<file path="src/hw/rtl/led_matrix_text_scroller_top_assert.svh">
// Assertion macros for the text scroller.
// Each macro expects signals named clk and rst_n in the module that uses it.
`ifndef LED_MATRIX_TEXT_SCROLLER_TOP_ASSERT_SVH
`define LED_MATRIX_TEXT_SCROLLER_TOP_ASSERT_SVH

`ifndef SYNTHESIS

// Check a condition at every clock edge outside reset.
`define LMTS_ASSERT(label, cond, msg) \
    label: assert property (@(posedge clk) disable iff (!rst_n) (cond)) \
        else $error(msg);

// Check that a trigger implies a consequence at the same edge.
`define LMTS_ASSERT_SAME(label, ante, cons, msg) \
    label: assert property (@(posedge clk) disable iff (!rst_n) (ante) |-> (cons)) \
        else $error(msg);

// Check that a trigger implies a consequence at the next edge.
`define LMTS_ASSERT_NEXT(label, ante, cons, msg) \
    label: assert property (@(posedge clk) disable iff (!rst_n) (ante) |=> (cons)) \
        else $error(msg);

`else

`define LMTS_ASSERT(label, cond, msg)
`define LMTS_ASSERT_SAME(label, ante, cons, msg)
`define LMTS_ASSERT_NEXT(label, ante, cons, msg)

`endif

`endif

</file>
<file path="src/hw/rtl/lmts_pkg.sv">
package lmts_pkg;

    // Default configuration of the block
    localparam int DEF_MESSAGE_DEPTH   = 64;
    localparam int DEF_GLYPH_COUNT     = 64;
    localparam int DEF_FIRST_CHAR_CODE = 32;

    // Entries in the command and result queues
    localparam int QUEUE_DEPTH = 2;

    // Screen geometry
    localparam int ROW_COUNT = 8;
    localparam int ROW_W     = 3;
    localparam int COL_W     = 8;

    // Glyph layout: three column bytes, then the width byte
    localparam logic [1:0] GLYPH_WIDTH_BYTE = 2'd3;
    localparam logic [1:0] GLYPH_MAX_WIDTH  = 2'd3;

    // Field widths fixed at the ports
    localparam int FUNC_W   = 2;
    localparam int ADDR_W   = 8;
    localparam int DATA_W   = 8;
    localparam int CFG_W    = 7;

    typedef enum logic [FUNC_W-1:0] {
        OP_SCROLL     = 2'd0,
        OP_SCAN       = 2'd1,
        OP_MSG_WRITE  = 2'd2,
        OP_FONT_WRITE = 2'd3
    } op_t;

    // Classified item handed from front to back
    typedef struct packed {
        op_t               op;
        logic              in_range;
        logic [ADDR_W-1:0] addr;
        logic [DATA_W-1:0] data;
    } cmd_t;

    // One result item
    typedef struct packed {
        logic [ROW_W-1:0] row_index;
        logic [COL_W-1:0] row_pattern;
        logic             message_wrapped;
    } res_t;

    typedef enum logic [1:0] {
        BK_IDLE,
        BK_MSG,
        BK_WIDTH,
        BK_COLUMN
    } bk_state_t;

endpackage

</file>
<file path="src/hw/rtl/lmts_fifo.sv">
module lmts_fifo #(
    parameter int WIDTH = 8,
    parameter int DEPTH = 2
) (
    input  logic             clk,
    input  logic             rst_n,
    input  logic             push,
    input  logic [WIDTH-1:0] wdata,
    output logic             full,
    input  logic             pop,
    output logic [WIDTH-1:0] rdata,
    output logic             empty
);

    localparam int CW = $clog2(DEPTH + 1);
    localparam int PW = (DEPTH > 1) ? $clog2(DEPTH) : 1;

    logic [WIDTH-1:0] mem_reg [DEPTH];
    logic [CW-1:0]    cnt_reg, cnt_next;
    logic [PW-1:0]    wr_ptr_reg, wr_ptr_next;
    logic [PW-1:0]    rd_ptr_reg, rd_ptr_next;
    logic             do_push, do_pop;

    assign full    = (cnt_reg == CW'(DEPTH));
    assign empty   = (cnt_reg == '0);
    assign do_push = push && !full;
    assign do_pop  = pop && !empty;
    assign rdata   = mem_reg[rd_ptr_reg];

    // Advance pointers and count on each transfer
    always_comb
    begin
        wr_ptr_next = wr_ptr_reg;
        rd_ptr_next = rd_ptr_reg;
        cnt_next    = cnt_reg;
        if (do_push)
        begin
            wr_ptr_next = (wr_ptr_reg == PW'(DEPTH - 1)) ? '0 : wr_ptr_reg + PW'(1);
        end
        if (do_pop)
        begin
            rd_ptr_next = (rd_ptr_reg == PW'(DEPTH - 1)) ? '0 : rd_ptr_reg + PW'(1);
        end
        if (do_push && !do_pop)
        begin
            cnt_next = cnt_reg + CW'(1);
        end
        else if (do_pop && !do_push)
        begin
            cnt_next = cnt_reg - CW'(1);
        end
    end

    always_ff @(posedge clk or negedge rst_n)
    begin
        if (!rst_n)
        begin
            cnt_reg    <= '0;
            wr_ptr_reg <= '0;
            rd_ptr_reg <= '0;
        end
        else
        begin
            cnt_reg    <= cnt_next;
            wr_ptr_reg <= wr_ptr_next;
            rd_ptr_reg <= rd_ptr_next;
        end
    end

    // Store pushed entries
    always_ff @(posedge clk)
    begin
        if (do_push)
        begin
            mem_reg[wr_ptr_reg] <= wdata;
        end
    end

endmodule

</file>
<file path="src/hw/rtl/lmts_front.sv">
module lmts_front
    import lmts_pkg::*;
#(
    parameter int MESSAGE_DEPTH = DEF_MESSAGE_DEPTH,
    parameter int GLYPH_COUNT   = DEF_GLYPH_COUNT
) (
    input  logic              clk,
    input  logic              rst_n,
    input  logic              push,
    output logic              full,
    input  logic [FUNC_W-1:0] func,
    input  logic [ADDR_W-1:0] addr,
    input  logic [DATA_W-1:0] data,
    output cmd_t              cmd,
    output logic              cmd_empty,
    input  logic              cmd_pop
);

    localparam int FONT_DEPTH = GLYPH_COUNT * 4;

    cmd_t                 cmd_in;
    logic [$bits(cmd_t)-1:0] cmd_bits;
    logic [31:0]          addr_wide;

    assign addr_wide = 32'(addr);

    // Classify the item and check write addresses against the stores
    always_comb
    begin
        cmd_in.op   = op_t'(func);
        cmd_in.addr = addr;
        cmd_in.data = data;
        case (cmd_in.op)
            OP_MSG_WRITE:  cmd_in.in_range = (addr_wide < MESSAGE_DEPTH);
            OP_FONT_WRITE: cmd_in.in_range = (addr_wide < FONT_DEPTH);
            default:       cmd_in.in_range = 1'b0;
        endcase
    end

    // Hold classified items until the back end takes them
    lmts_fifo #(
        .WIDTH ($bits(cmd_t)),
        .DEPTH (QUEUE_DEPTH)
    ) u_cmd_queue (
        .clk   (clk),
        .rst_n (rst_n),
        .push  (push),
        .wdata (cmd_in),
        .full  (full),
        .pop   (cmd_pop),
        .rdata (cmd_bits),
        .empty (cmd_empty)
    );

    assign cmd = cmd_t'(cmd_bits);

endmodule

</file>
<file path="src/hw/rtl/lmts_ram.sv">
module lmts_ram #(
    parameter int WIDTH = 8,
    parameter int DEPTH = 64
) (
    input  logic                     clk,
    input  logic                     we,
    input  logic [$clog2(DEPTH)-1:0] addr,
    input  logic [WIDTH-1:0]         wdata,
    output logic [WIDTH-1:0]         rdata
);

    logic [WIDTH-1:0] mem [DEPTH];

    // Write on enable, register the read every cycle
    always_ff @(posedge clk)
    begin
        if (we)
        begin
            mem[addr] <= wdata;
        end
        rdata <= mem[addr];
    end

endmodule

</file>
<file path="src/hw/rtl/lmts_back.sv">
`include "led_matrix_text_scroller_top_assert.svh"

module lmts_back
    import lmts_pkg::*;
#(
    parameter int MESSAGE_DEPTH   = DEF_MESSAGE_DEPTH,
    parameter int GLYPH_COUNT     = DEF_GLYPH_COUNT,
    parameter int FIRST_CHAR_CODE = DEF_FIRST_CHAR_CODE
) (
    input  logic             clk,
    input  logic             rst_n,
    input  logic             cfg_valid,
    input  logic [CFG_W-1:0] cfg_data,
    input  cmd_t             cmd,
    input  logic             cmd_empty,
    output logic             cmd_pop,
    input  logic             res_full,
    output logic             res_push,
    output res_t             res_data
);

    localparam int MSG_AW     = $clog2(MESSAGE_DEPTH);
    localparam int LEN_W      = MSG_AW + 1;
    localparam int GW         = $clog2(GLYPH_COUNT);
    localparam int FONT_DEPTH = GLYPH_COUNT * 4;
    localparam int FONT_AW    = GW + 2;

    bk_state_t        state_reg, state_next;
    logic [COL_W-1:0] screen_reg [ROW_COUNT];
    logic [COL_W-1:0] screen_next [ROW_COUNT];
    logic [ROW_W-1:0] scan_reg, scan_next;
    logic [MSG_AW-1:0] pos_reg, pos_next;
    logic [1:0]       col_reg, col_next;
    logic [1:0]       width_reg, width_next;
    logic [GW-1:0]    glyph_reg, glyph_next;
    logic             wrap_reg, wrap_next;
    logic [LEN_W-1:0] len_reg, len_cfg;
    logic [31:0]      cfg_wide;

    logic [LEN_W-1:0]  pos_plus;
    logic [7:0]        glyph_rem;
    logic [GW-1:0]     glyph_new;

    logic               msg_we;
    logic [MSG_AW-1:0]  msg_addr;
    logic [DATA_W-1:0]  msg_rdata;
    logic               font_we;
    logic [FONT_AW-1:0] font_addr;
    logic [DATA_W-1:0]  font_rdata;

    // Clamp the message length when it is written
    assign cfg_wide = 32'(cfg_data);
    assign len_cfg  = (cfg_wide == 32'd0) ? LEN_W'(1) :
                      (cfg_wide > MESSAGE_DEPTH) ? LEN_W'(MESSAGE_DEPTH) :
                      LEN_W'(cfg_wide);

    assign pos_plus = {1'b0, pos_reg} + LEN_W'(1);

    // Map the character code to a glyph: reduce modulo the glyph count
    always_comb
    begin
        glyph_rem = msg_rdata - 8'(FIRST_CHAR_CODE);
        for (int k = 7; k >= 0; k--)
        begin
            if (32'(glyph_rem) >= (GLYPH_COUNT << k))
            begin
                glyph_rem = glyph_rem - 8'(GLYPH_COUNT << k);
            end
        end
        glyph_new = GW'(glyph_rem);
    end

    // Sequence each item and build its result
    always_comb
    begin
        state_next = state_reg;
        scan_next  = scan_reg;
        pos_next   = pos_reg;
        col_next   = col_reg;
        width_next = width_reg;
        glyph_next = glyph_reg;
        wrap_next  = wrap_reg;
        for (int r = 0; r < ROW_COUNT; r++)
        begin
            screen_next[r] = screen_reg[r];
        end
        cmd_pop   = 1'b0;
        res_push  = 1'b0;
        msg_we    = 1'b0;
        msg_addr  = MSG_AW'(cmd.addr);
        font_we   = 1'b0;
        font_addr = FONT_AW'(cmd.addr);
        res_data.message_wrapped = 1'b0;

        case (state_reg)
            BK_IDLE:
            begin
                if (!cmd_empty && !res_full)
                begin
                    cmd_pop = 1'b1;
                    case (cmd.op)
                        OP_SCROLL:
                        begin
                            if (col_reg == width_reg)
                            begin
                                // End of glyph: advance the message position
                                if (pos_plus >= len_reg)
                                begin
                                    pos_next  = '0;
                                    wrap_next = 1'b1;
                                end
                                else
                                begin
                                    pos_next  = MSG_AW'(pos_plus);
                                    wrap_next = 1'b0;
                                end
                                msg_addr   = pos_next;
                                state_next = BK_MSG;
                            end
                            else
                            begin
                                font_addr  = {glyph_reg, col_reg};
                                col_next   = col_reg + 2'd1;
                                state_next = BK_COLUMN;
                            end
                        end
                        OP_SCAN:
                        begin
                            scan_next = scan_reg + ROW_W'(1);
                            res_push  = 1'b1;
                        end
                        OP_MSG_WRITE:
                        begin
                            msg_we   = cmd.in_range;
                            res_push = 1'b1;
                        end
                        OP_FONT_WRITE:
                        begin
                            font_we  = cmd.in_range;
                            res_push = 1'b1;
                        end
                        default:
                        begin
                            res_push = 1'b1;
                        end
                    endcase
                end
            end
            BK_MSG:
            begin
                // Character is in; fetch the glyph's width byte
                glyph_next = glyph_new;
                font_addr  = {glyph_new, GLYPH_WIDTH_BYTE};
                state_next = BK_WIDTH;
            end
            BK_WIDTH:
            begin
                // Load the width, shift and leave the new column blank
                width_next = (font_rdata > 8'(GLYPH_MAX_WIDTH)) ? GLYPH_MAX_WIDTH
                                                                : font_rdata[1:0];
                col_next   = 2'd0;
                for (int r = 0; r < ROW_COUNT; r++)
                begin
                    screen_next[r] = {screen_reg[r][COL_W-2:0], 1'b0};
                end
                res_data.message_wrapped = wrap_reg;
                res_push   = 1'b1;
                state_next = BK_IDLE;
            end
            BK_COLUMN:
            begin
                // Shift and drop the glyph column into rows 1 to 7
                screen_next[0] = {screen_reg[0][COL_W-2:0], 1'b0};
                for (int r = 1; r < ROW_COUNT; r++)
                begin
                    screen_next[r] = {screen_reg[r][COL_W-2:0], font_rdata[r-1]};
                end
                res_push   = 1'b1;
                state_next = BK_IDLE;
            end
            default:
            begin
                state_next = BK_IDLE;
            end
        endcase

        res_data.row_index   = scan_next;
        res_data.row_pattern = screen_next[scan_next];
    end

    always_ff @(posedge clk or negedge rst_n)
    begin
        if (!rst_n)
        begin
            state_reg <= BK_IDLE;
            scan_reg  <= '0;
            pos_reg   <= '0;
            col_reg   <= '0;
            width_reg <= '0;
            glyph_reg <= '0;
            wrap_reg  <= 1'b0;
            len_reg   <= LEN_W'(1);
            for (int r = 0; r < ROW_COUNT; r++)
            begin
                screen_reg[r] <= '0;
            end
        end
        else
        begin
            state_reg <= state_next;
            scan_reg  <= scan_next;
            pos_reg   <= pos_next;
            col_reg   <= col_next;
            width_reg <= width_next;
            glyph_reg <= glyph_next;
            wrap_reg  <= wrap_next;
            if (cfg_valid)
            begin
                len_reg <= len_cfg;
            end
            for (int r = 0; r < ROW_COUNT; r++)
            begin
                screen_reg[r] <= screen_next[r];
            end
        end
    end

    lmts_ram #(
        .WIDTH (DATA_W),
        .DEPTH (MESSAGE_DEPTH)
    ) u_msg_ram (
        .clk   (clk),
        .we    (msg_we),
        .addr  (msg_addr),
        .wdata (cmd.data),
        .rdata (msg_rdata)
    );

    lmts_ram #(
        .WIDTH (DATA_W),
        .DEPTH (FONT_DEPTH)
    ) u_font_ram (
        .clk   (clk),
        .we    (font_we),
        .addr  (font_addr),
        .wdata (cmd.data),
        .rdata (font_rdata)
    );

    `LMTS_ASSERT_SAME(a_push_has_room, res_push, !res_full, "result pushed into a full queue")
    `LMTS_ASSERT_SAME(a_pop_only_idle, cmd_pop, state_reg == BK_IDLE, "command taken while busy")
    `LMTS_ASSERT_NEXT(a_msg_then_width, state_reg == BK_MSG, state_reg == BK_WIDTH, "width fetch skipped")
    `LMTS_ASSERT_SAME(a_width_emits, state_reg == BK_WIDTH || state_reg == BK_COLUMN, res_push, "scroll step gave no result")
    `LMTS_ASSERT(a_width_in_range, width_reg <= GLYPH_MAX_WIDTH && col_reg <= width_reg, "glyph column past glyph width")

endmodule

</file>
<file path="src/hw/rtl/led_matrix_text_scroller_top.sv">
// Channel   Direction  Handshake       Payload
// input     in         push / full     func, addr, data
// result    out        empty / pop     row_index, row_pattern, message_wrapped
// config    in         cfg_valid/ready cfg_data (message length)
//
// Scan ticks and store writes finish in the executer's idle state; a scroll step
// waits in BK_COLUMN for the registered font RAM read, and one that ends a glyph
// passes BK_MSG and BK_WIDTH for the registered message RAM and then font RAM reads.
// Reset clears the screen, counters and queues at once; the stores are not cleared.
// full rises when the two-entry command queue fills; the executer waits while the
// two-entry result queue is full.
module led_matrix_text_scroller_top
    import lmts_pkg::*;
#(
    parameter int MESSAGE_DEPTH   = DEF_MESSAGE_DEPTH,
    parameter int GLYPH_COUNT     = DEF_GLYPH_COUNT,
    parameter int FIRST_CHAR_CODE = DEF_FIRST_CHAR_CODE
) (
    input  logic              clk,
    input  logic              rst_n,
    input  logic              push,
    output logic              full,
    input  logic [FUNC_W-1:0] func,
    input  logic [ADDR_W-1:0] addr,
    input  logic [DATA_W-1:0] data,
    output logic              empty,
    input  logic              pop,
    output logic [ROW_W-1:0]  row_index,
    output logic [COL_W-1:0]  row_pattern,
    output logic              message_wrapped,
    input  logic              cfg_valid,
    output logic              cfg_ready,
    input  logic [CFG_W-1:0]  cfg_data
);

    cmd_t                    cmd;
    logic                    cmd_empty;
    logic                    cmd_pop;
    logic                    res_full;
    logic                    res_push;
    res_t                    res_in;
    res_t                    res_out;
    logic [$bits(res_t)-1:0] res_bits;

    // Accept the length register at any time
    assign cfg_ready = 1'b1;

    lmts_front #(
        .MESSAGE_DEPTH (MESSAGE_DEPTH),
        .GLYPH_COUNT   (GLYPH_COUNT)
    ) u_front (
        .clk       (clk),
        .rst_n     (rst_n),
        .push      (push),
        .full      (full),
        .func      (func),
        .addr      (addr),
        .data      (data),
        .cmd       (cmd),
        .cmd_empty (cmd_empty),
        .cmd_pop   (cmd_pop)
    );

    lmts_back #(
        .MESSAGE_DEPTH   (MESSAGE_DEPTH),
        .GLYPH_COUNT     (GLYPH_COUNT),
        .FIRST_CHAR_CODE (FIRST_CHAR_CODE)
    ) u_back (
        .clk       (clk),
        .rst_n     (rst_n),
        .cfg_valid (cfg_valid),
        .cfg_data  (cfg_data),
        .cmd       (cmd),
        .cmd_empty (cmd_empty),
        .cmd_pop   (cmd_pop),
        .res_full  (res_full),
        .res_push  (res_push),
        .res_data  (res_in)
    );

    // Hold results until the consumer pops them
    lmts_fifo #(
        .WIDTH ($bits(res_t)),
        .DEPTH (QUEUE_DEPTH)
    ) u_res_queue (
        .clk   (clk),
        .rst_n (rst_n),
        .push  (res_push),
        .wdata (res_in),
        .full  (res_full),
        .pop   (pop),
        .rdata (res_bits),
        .empty (empty)
    );

    assign res_out         = res_t'(res_bits);
    assign row_index       = res_out.row_index;
    assign row_pattern     = res_out.row_pattern;
    assign message_wrapped = res_out.message_wrapped;

endmodule
</file>
<file path="config.mk">
export PLATFORM = sky130hd
export DESIGN_NAME = led_matrix_text_scroller_top
export DESIGN_NICKNAME = d
export VERILOG_FILES = /design/src/hw/rtl/lmts_pkg.sv /design/src/hw/rtl/lmts_fifo.sv /design/src/hw/rtl/lmts_front.sv /design/src/hw/rtl/lmts_ram.sv /design/src/hw/rtl/lmts_back.sv /design/src/hw/rtl/led_matrix_text_scroller_top.sv
export VERILOG_INCLUDE_DIRS = /design/src /design/src/hw/rtl
export SDC_FILE = /design/constraint.sdc
export NUM_CORES = 2
export LEC_CHECK = 0
export BUFFER_PORTS_ARGS = -buffer_cell sky130_fd_sc_hd__buf_2
export CORE_MARGIN = 4
export CORE_UTILIZATION = 35
export DETAILED_ROUTE_END_ITERATION = 10
export MAX_ROUTING_LAYER = met4
export SLEW_MARGIN = 0
export SYNTH_ARGS = -nofsm -noshare
export SYNTH_HDL_FRONTEND = slang
export SYNTH_SLANG_ARGS = --single-unit
</file>
<file path="constraint.sdc">
create_clock -name clk -period 3.7 [get_ports clk]
set_input_delay 0.37 -clock clk [delete_from_list [all_inputs] [get_ports clk]]
set_output_delay 0.37 -clock clk [all_outputs]
set_load 0.05 [all_outputs]
</file>
; Word-level counts from Yosys, hierarchy flattened
; Memory sizes are Yosys's and may differ from the RTL's. A register that Yosys moved wholly into a read port is not among the register bits.
; Index checks and enable logic that the tools add are counted.
[totals]
ff_bits = 101
ramBits = 2622
inputBits = 30
out_inout_bits = 15
wordCells = 152
mem_count = 4
[mem_list]
columns = memory, depth, word_bits, rd, rd_clocked_by_memory_dff, wr, line
row1 = u_back.u_font_ram.mem, 256, 8, 1, 1, 1, lmts_ram.sv:12  ; logic [WIDTH-1:0] mem [DEPTH];
row2 = u_back.u_msg_ram.mem, 64, 8, 1, 1, 1, lmts_ram.sv:12
row3 = u_front.u_cmd_queue.mem_reg, 2, 19, 1, 0, 1, lmts_fifo.sv:18  ; logic [WIDTH-1:0] mem_reg [DEPTH];
row4 = u_res_queue.mem_reg, 2, 12, 1, 0, 1, lmts_fifo.sv:18
[op_classes]
addsub = 14
n_lt_le_gt_ge = 8
eq_ne = 14
mux = 59
n_bitwise = 1
reduce_logical = 30
[op_table]
columns = cell, count
row1 = case mux 64 bit (2 select lines), 1
row2 = 2-to-1 mux 8 bit, 6
row3 = 2-to-1 mux 6 bit, 6
row4 = logical NOT 32 bit, 1
row5 = binary-select mux 8 bit (select 3 bit), 1
row6 = 2-to-1 mux 1 bit, 24
row7 = 2-to-1 mux 2 bit, 11
row8 = == test 2 bit (second input constant), 8
row9 = case mux 8 bit (2 select lines), 1
row10 = 2-to-1 mux 7 bit, 2
row11 = logical AND 1 bit, 9
row12 = < comparator 8 x 9 -> 1 bit (second input constant), 1
row13 = 2-to-1 mux 3 bit, 3
row14 = greater-or-equal comparator 8 x 7 -> 1 bit (second input constant), 1
row15 = greater-or-equal comparator 8 bit (second input constant), 1
row16 = > comparator 8 x 2 -> 1 bit (second input constant), 1
row17 = logical NOT 1 bit, 8
row18 = logical NOT 2 bit, 4
row19 = < comparator 8 x 7 -> 1 bit (second input constant), 1
row20 = AND reduction 4 bit, 2
row21 = subtractor 8 x 6 -> 8 bit (second input constant), 1
row22 = subtractor 8 bit (second input constant), 1
row23 = adder 6 x 1 -> 7 bit (second input constant), 1
row24 = greater-or-equal comparator 7 bit, 1
row25 = other kinds (19), 30

; Longest topological paths before layout
; An unclocked memory read counts as a cell.
[depth]
depth_word = 11
depth_mapped = 18
mapped_depth_nobuf = 15

; Hierarchy
; A second synthesis with hierarchy kept.
[unflattened]
cells_unflattened = 5325
area_unflattened_um2 = 106828.7
[modules_own_cells]
columns = mod, n_inst, cells_each, area_per_inst_um2, seq_area_each_um2
row1 = lmts_ram at u_back.u_font_ram, 1, 3547, 78492.8, 61659.1
row2 = lmts_ram at u_back.u_msg_ram, 1, 1171, 20449.6, 15534.9
row3 = lmts_back, 1, 469, 5197.5, 2328.5
row4 = lmts_fifo at u_front.u_cmd_queue, 1, 78, 1566.5, 1241.2
row5 = lmts_fifo at u_res_queue, 1, 56, 1099.8, 820.8
row6 = led_matrix_text_scroller_top, 1, 2, 11.3, 0.0
row7 = lmts_front, 1, 2, 11.3, 0.0

; Worst setup path before layout
; No wires, ideal clock.
[synth_path]
path_kind = register to register
startpoint = register u_front.u_cmd_queue.rd_ptr_reg
endpoint = memory u_back.u_font_ram.mem[0][0], data pin
setup_time_ns = 0.644
arrival_time_ns = 3.431
required_ns = 3.056
path_slack_ns = -0.376
stages_incl_launch_ff = 4
n_path_buf = 2
period_less_slack_ns = 4.076
cell_sequence = dfrtp_1 clkbuf_1 clkbuf_1 mux2_2
[synth_lines]
columns = element, line
row1 = from (decl), lmts_fifo.sv:21  ; logic [PW-1:0] rd_ptr_reg, rd_ptr_next;
row2 = from (signal assigned), lmts_fifo.sv:66  ; rd_ptr_reg <= rd_ptr_next;
row3 = to (decl), lmts_ram.sv:12

; Worst setup path in the final report
[layout_path]
startpoint = register u_res_queue.cnt_reg[1]
endpoint = register u_back.u_font_ram.rdata[0], read port of u_back.u_font_ram.mem
[layout_via]
elab_chain_len = 5
[layout_rtl]
columns = element, line
row1 = from (decl), lmts_fifo.sv:19  ; logic [CW-1:0] cnt_reg, cnt_next;
row2 = from (signal assigned), lmts_fifo.sv:64  ; cnt_reg <= cnt_next;
row3 = == test 2 bit, lmts_fifo.sv:24  ; assign full = (cnt_reg == CW'(DEPTH));
row4 = logical NOT 1 bit, lmts_back.sv:98  ; if (!cmd_empty && !res_full)
row5 = logical AND 1 bit, lmts_back.sv:98
row6 = 2-to-1 mux 8 bit, lmts_back.sv:98
row7 = case mux 8 bit (2 select lines), lmts_back.sv:95  ; case (state_reg)
row8 = to (decl), lmts_ram.sv:9  ; output logic [WIDTH-1:0] rdata
; Every way passes these cells.
; A chain may end at the register's enable or synchronous reset.

==> run summary <==
The flow ran to the end, but the final reports show violations. The checks that failed: setup timing. Each instance of the synthesized netlist takes up on average 20.5 um^2. The final hold violation count came out at 0. The total number of vias was 52.8k; the insertion delay of the later-clocked pin in the worst-skew pair was 0.92 ns.

For the HPWL after detailed placement, the log shows 158000 um. Setup repair after global routing could not meet its margin everywhere. Ranked by total cell area, the synthesized netlist is headed by sky130_fd_sc_hd__edfxtp_1 (75%), sky130_fd_sc_hd__mux4_2 (12%), sky130_fd_sc_hd__a22oi_1 (3.3%).

The worst pin sits at a relative slew slack of 26.7%. Actual transition at the worst max-transition pin: 1.10 ns. After detailed routing, the total wire length is 258000 um.

Count of antenna-violating nets left after detailed routing: 0. The logs give 0 for the max-cap violation count and 4.50 ns for the required time reported for the critical path endpoint. The buffer type at the clock tree root is sky130_fd_sc_hd__clkbuf_16. On the worst path, the slowest cell contributes a delay of 0.62 ns. After detailed routing, the number of remaining DRC violations is 0. Of all cell types, the one taking the most synthesized area is sky130_fd_sc_hd__edfxtp_1.

The flop and latch count out of synthesis was 2609; the area share of the leading cell type in the synthesized netlist was 75.0%. The total area inside the core boundary comes to 283000 um^2. For the all-layer global routing usage, the log shows 17.7%. Leaving out fill and tap cells, the most frequent cell in the layout is sky130_fd_sc_hd__edfxtp_1. The pre-CTS worst setup slack came out at -1.38 ns. The first-pass GRT wire length is 376000 um. Among all stages on the critical path, the largest delay is contributed by sky130_fd_sc_hd__o41ai_4. The maximum net fanout on the critical path is 14, and the synthesis-to-layout area growth is 24.0%.

STA classifies the critical path endpoint as a register. The cell that appears most often on the critical path is sky130_fd_sc_hd__buf_12. The async set-or-reset flop fraction in the synthesized netlist was 3.87%; the leakage component of the power was 40.2 nW. The top flip-flop cell by instance count after synthesis was sky130_fd_sc_hd__edfxtp_1. Cell area power density: 903 nW/um^2. Routability-driven placement finished with a final weighted congestion of 0.826. The clock tree synthesis step divided the H-tree into 5 levels.

The number of instances in the synthesized netlist is 4875. The signal on the critical path passes through nor2b_2 -> or4_4 -> nor2_2 -> a221o_4 -> buf_12 -> buf_6 -> buf_12 -> mux4_2 -> a22oi_2 -> a21oi_2 -> o41ai_4 -> buf_4 -> nand4_1. The critical path in this run is classified as register to register. The routed wirelength normalized by instance count works out to 26.3 um. Together, buffers and inverters on the worst path number 4. The die width is 542 um. The area of the die was 294000 um^2. TritonCTS built the clock tree. The tools report the starting density of the core as 35.3%. The clock passes through at most 4 buffers.

Measured along the y axis, the die boundary spans 542 um. The net count of the mapped netlist was 4916. In this run, synthesis inferred 2494 flip-flops with an integrated enable. The tools report the startpoint of the most critical hold path as data[3]. Across all register-to-register paths, the minimum setup slack is -0.26 ns. The final cycle utilization of the critical path was 107%. The logs give 4 for the number of antenna violations at the first check in global routing and -0.265 ns for the worst path setup slack after routing. The maximum number of pins on one net before global-route repair is 169, and the portion of the post-synthesis area used by sequential elements is 77.8%. The clock net in this run drives a total of 2609 sinks. IR analysis of the VDD net gives a maximum drop of 829 uV. First element of the critical path: u_res_queue.cnt_reg[1].

Setup violations remaining at the end of the flow were counted as 8. Type of origin of the critical path: a register. In the final design database the tool counted 5906 nets. Of the cells placed in the final design, the portion with a size suffix greater than 1 is 38.7%. Clock-pin slew was measured on the worst setup and hold paths at 0.06 ns.

The number of buffers inserted by port buffering is 43, and the arrival time of data at the critical path endpoint is 4.76 ns. For this run the aggregate overflow at the end of global routing stands at 0. For the core occupancy in the finished layout, the log shows 43.8%. Between clock sinks in the finished design, the worst skew comes to 0.0611 ns.

The startpoint identified for the worst register-to-register timing path is u_res_queue.cnt_reg[1]. After synthesis the cells add up to 99900 um^2. The path type of the worst min-delay path is input pin to register. Counting distinct cell types in the post-synthesis netlist gives 62. For this run, the number of Yosys warnings is 0. In the layout the commonest cells are sky130_fd_sc_hd__edfxtp_1 (2494), sky130_fd_sc_hd__buf_4 (684), sky130_fd_sc_hd__mux4_2 (527). The worst path in the final design needs a cycle of 3.96 ns, including I/O delays and setup. The register with the most flip-flops in the layout has 2048 of them.

The number of core rows is 195. Static timing analysis puts the maximum clock frequency at 252 MHz. In this run, the number of DRC markers left after iteration 0 of detailed routing was 5564. The I/O pin count came out at 45. After layout, the design draws a total of 112 mW.

The cell class contributing the biggest share of worst-path delay is compound AO/OA/AOI/OAI gates. The number of max-slew violations in the final report was 0. Using the TritonRoute via totals, the vias-per-cell ratio works out to 5.38. The tools report the final hold slack as 0.177 ns. The number of global-route vias before repair came out at 54.1k. Clock tree synthesis inserted a total of 288 buffers. The first-pass detailed-route iteration total came out at 6.
-- final cells by class --
cell class,instances,area (um^2)
Fill cell,24100,159000
Timing Repair Buffer,989,9690
Sequential cell,2609,77700
Tap cell,3743,4680
Multi-Input combinational cell,1950,22700
Inverter,27,101
Clock inverter,138,1250
Clock buffer,364,7730
Antenna cell,1,2.50
-- timing repair --
action	CTS	global route
endpoints found under the hold margin	120	0
endpoints found under the setup margin	506	1655
pin swaps	41	45
hold buffers	43	0
gates cloned	7	4
setup buffers	62	37
gates resized for setup	212	278
-- per-stage QoR --
step / cells / setup TNS, ns / instance area [um^2]
after global routing: 9820 / -7.28 / 124000
after global placement: 9164 / -29.68 / 111000
after detailed placement: 9166 / -38.29 / 111000
final: 9821 / -1.58 / 124000
after CTS: 9779 / -1.72 / 122000
after floorplan: 4875 / -724.48 / 99900
-- routing by layer --
layer / share of wire [%] / GRT usage, %
met1: 41 / 23.5
met2: 50 / 28.7
met3: 6.8 / 2.83
met4: 2.2 / 4.36
met5: 0 / -
-- cells in the mapped netlist (6+ instances only) --
cell / instances
sky130_fd_sc_hd__xor2_1: 11
sky130_fd_sc_hd__inv_1: 27
sky130_fd_sc_hd__xnor2_1: 6
sky130_fd_sc_hd__buf_1: 7
sky130_fd_sc_hd__nand2_1: 87
sky130_fd_sc_hd__and2_1: 8
sky130_fd_sc_hd__nand3b_1: 7
sky130_fd_sc_hd__mux2i_1: 6
sky130_fd_sc_hd__dfrtp_1: 100
sky130_fd_sc_hd__mux2_2: 83
sky130_fd_sc_hd__buf_2: 54
sky130_fd_sc_hd__a41oi_1: 22
sky130_fd_sc_hd__nand4_1: 40
sky130_fd_sc_hd__buf_6: 20
sky130_fd_sc_hd__a22oi_1: 440
sky130_fd_sc_hd__nor2_1: 373
sky130_fd_sc_hd__a21oi_1: 169
sky130_fd_sc_hd__buf_4: 18
sky130_fd_sc_hd__nand3_1: 20
sky130_fd_sc_hd__o21ai_0: 23
sky130_fd_sc_hd__o41ai_1: 32
sky130_fd_sc_hd__clkbuf_1: 190
sky130_fd_sc_hd__mux4_2: 527
sky130_fd_sc_hd__nand2b_1: 9
sky130_fd_sc_hd__nor3_1: 14
sky130_fd_sc_hd__ha_1: 11
sky130_fd_sc_hd__dfxtp_1: 14
sky130_fd_sc_hd__edfxtp_1: 2494
-- worst paths after layout --
check                                                    end  cells after the start
min in group asynchronous                  u_back.len_reg[0]                      3
setup reg to reg                  u_back.u_font_ram.rdata[0]                     13
setup / recovery                  u_back.u_font_ram.rdata[0]                     13
max in group asynchronous                u_back.state_reg[1]                      4
hold / removal             u_front.u_cmd_queue.mem_reg[1][3]                      2
hold reg to reg                          u_back.glyph_reg[2]                      2
-- cells by family (layout without fill, tap and decap cells) --
group | after synthesis | count (layout) | share of synthesized area [%]
flops | 2609 | 2609 | 77.8
fa+ha+maj | 11 | 11 | 0.138
xor+xnor | 18 | 18 | 0.165
buf+inv | 316 | 1518 | 1.47
simple gates | 583 | 583 | 2.50
other cells | 1 | 2 | 0.00375
mux | 616 | 616 | 12.9
compound gates | 721 | 721 | 5.04
-- power by group --
part           leakage, nW  switching, mW  internal (mW)  total, mW
combinational         11.9           26.5           20.8       47.3
clock                 4.41           11.2           16.2       27.4
sequential            23.9          0.432           36.7       37.1
Power figures use the tool's default switching activity.
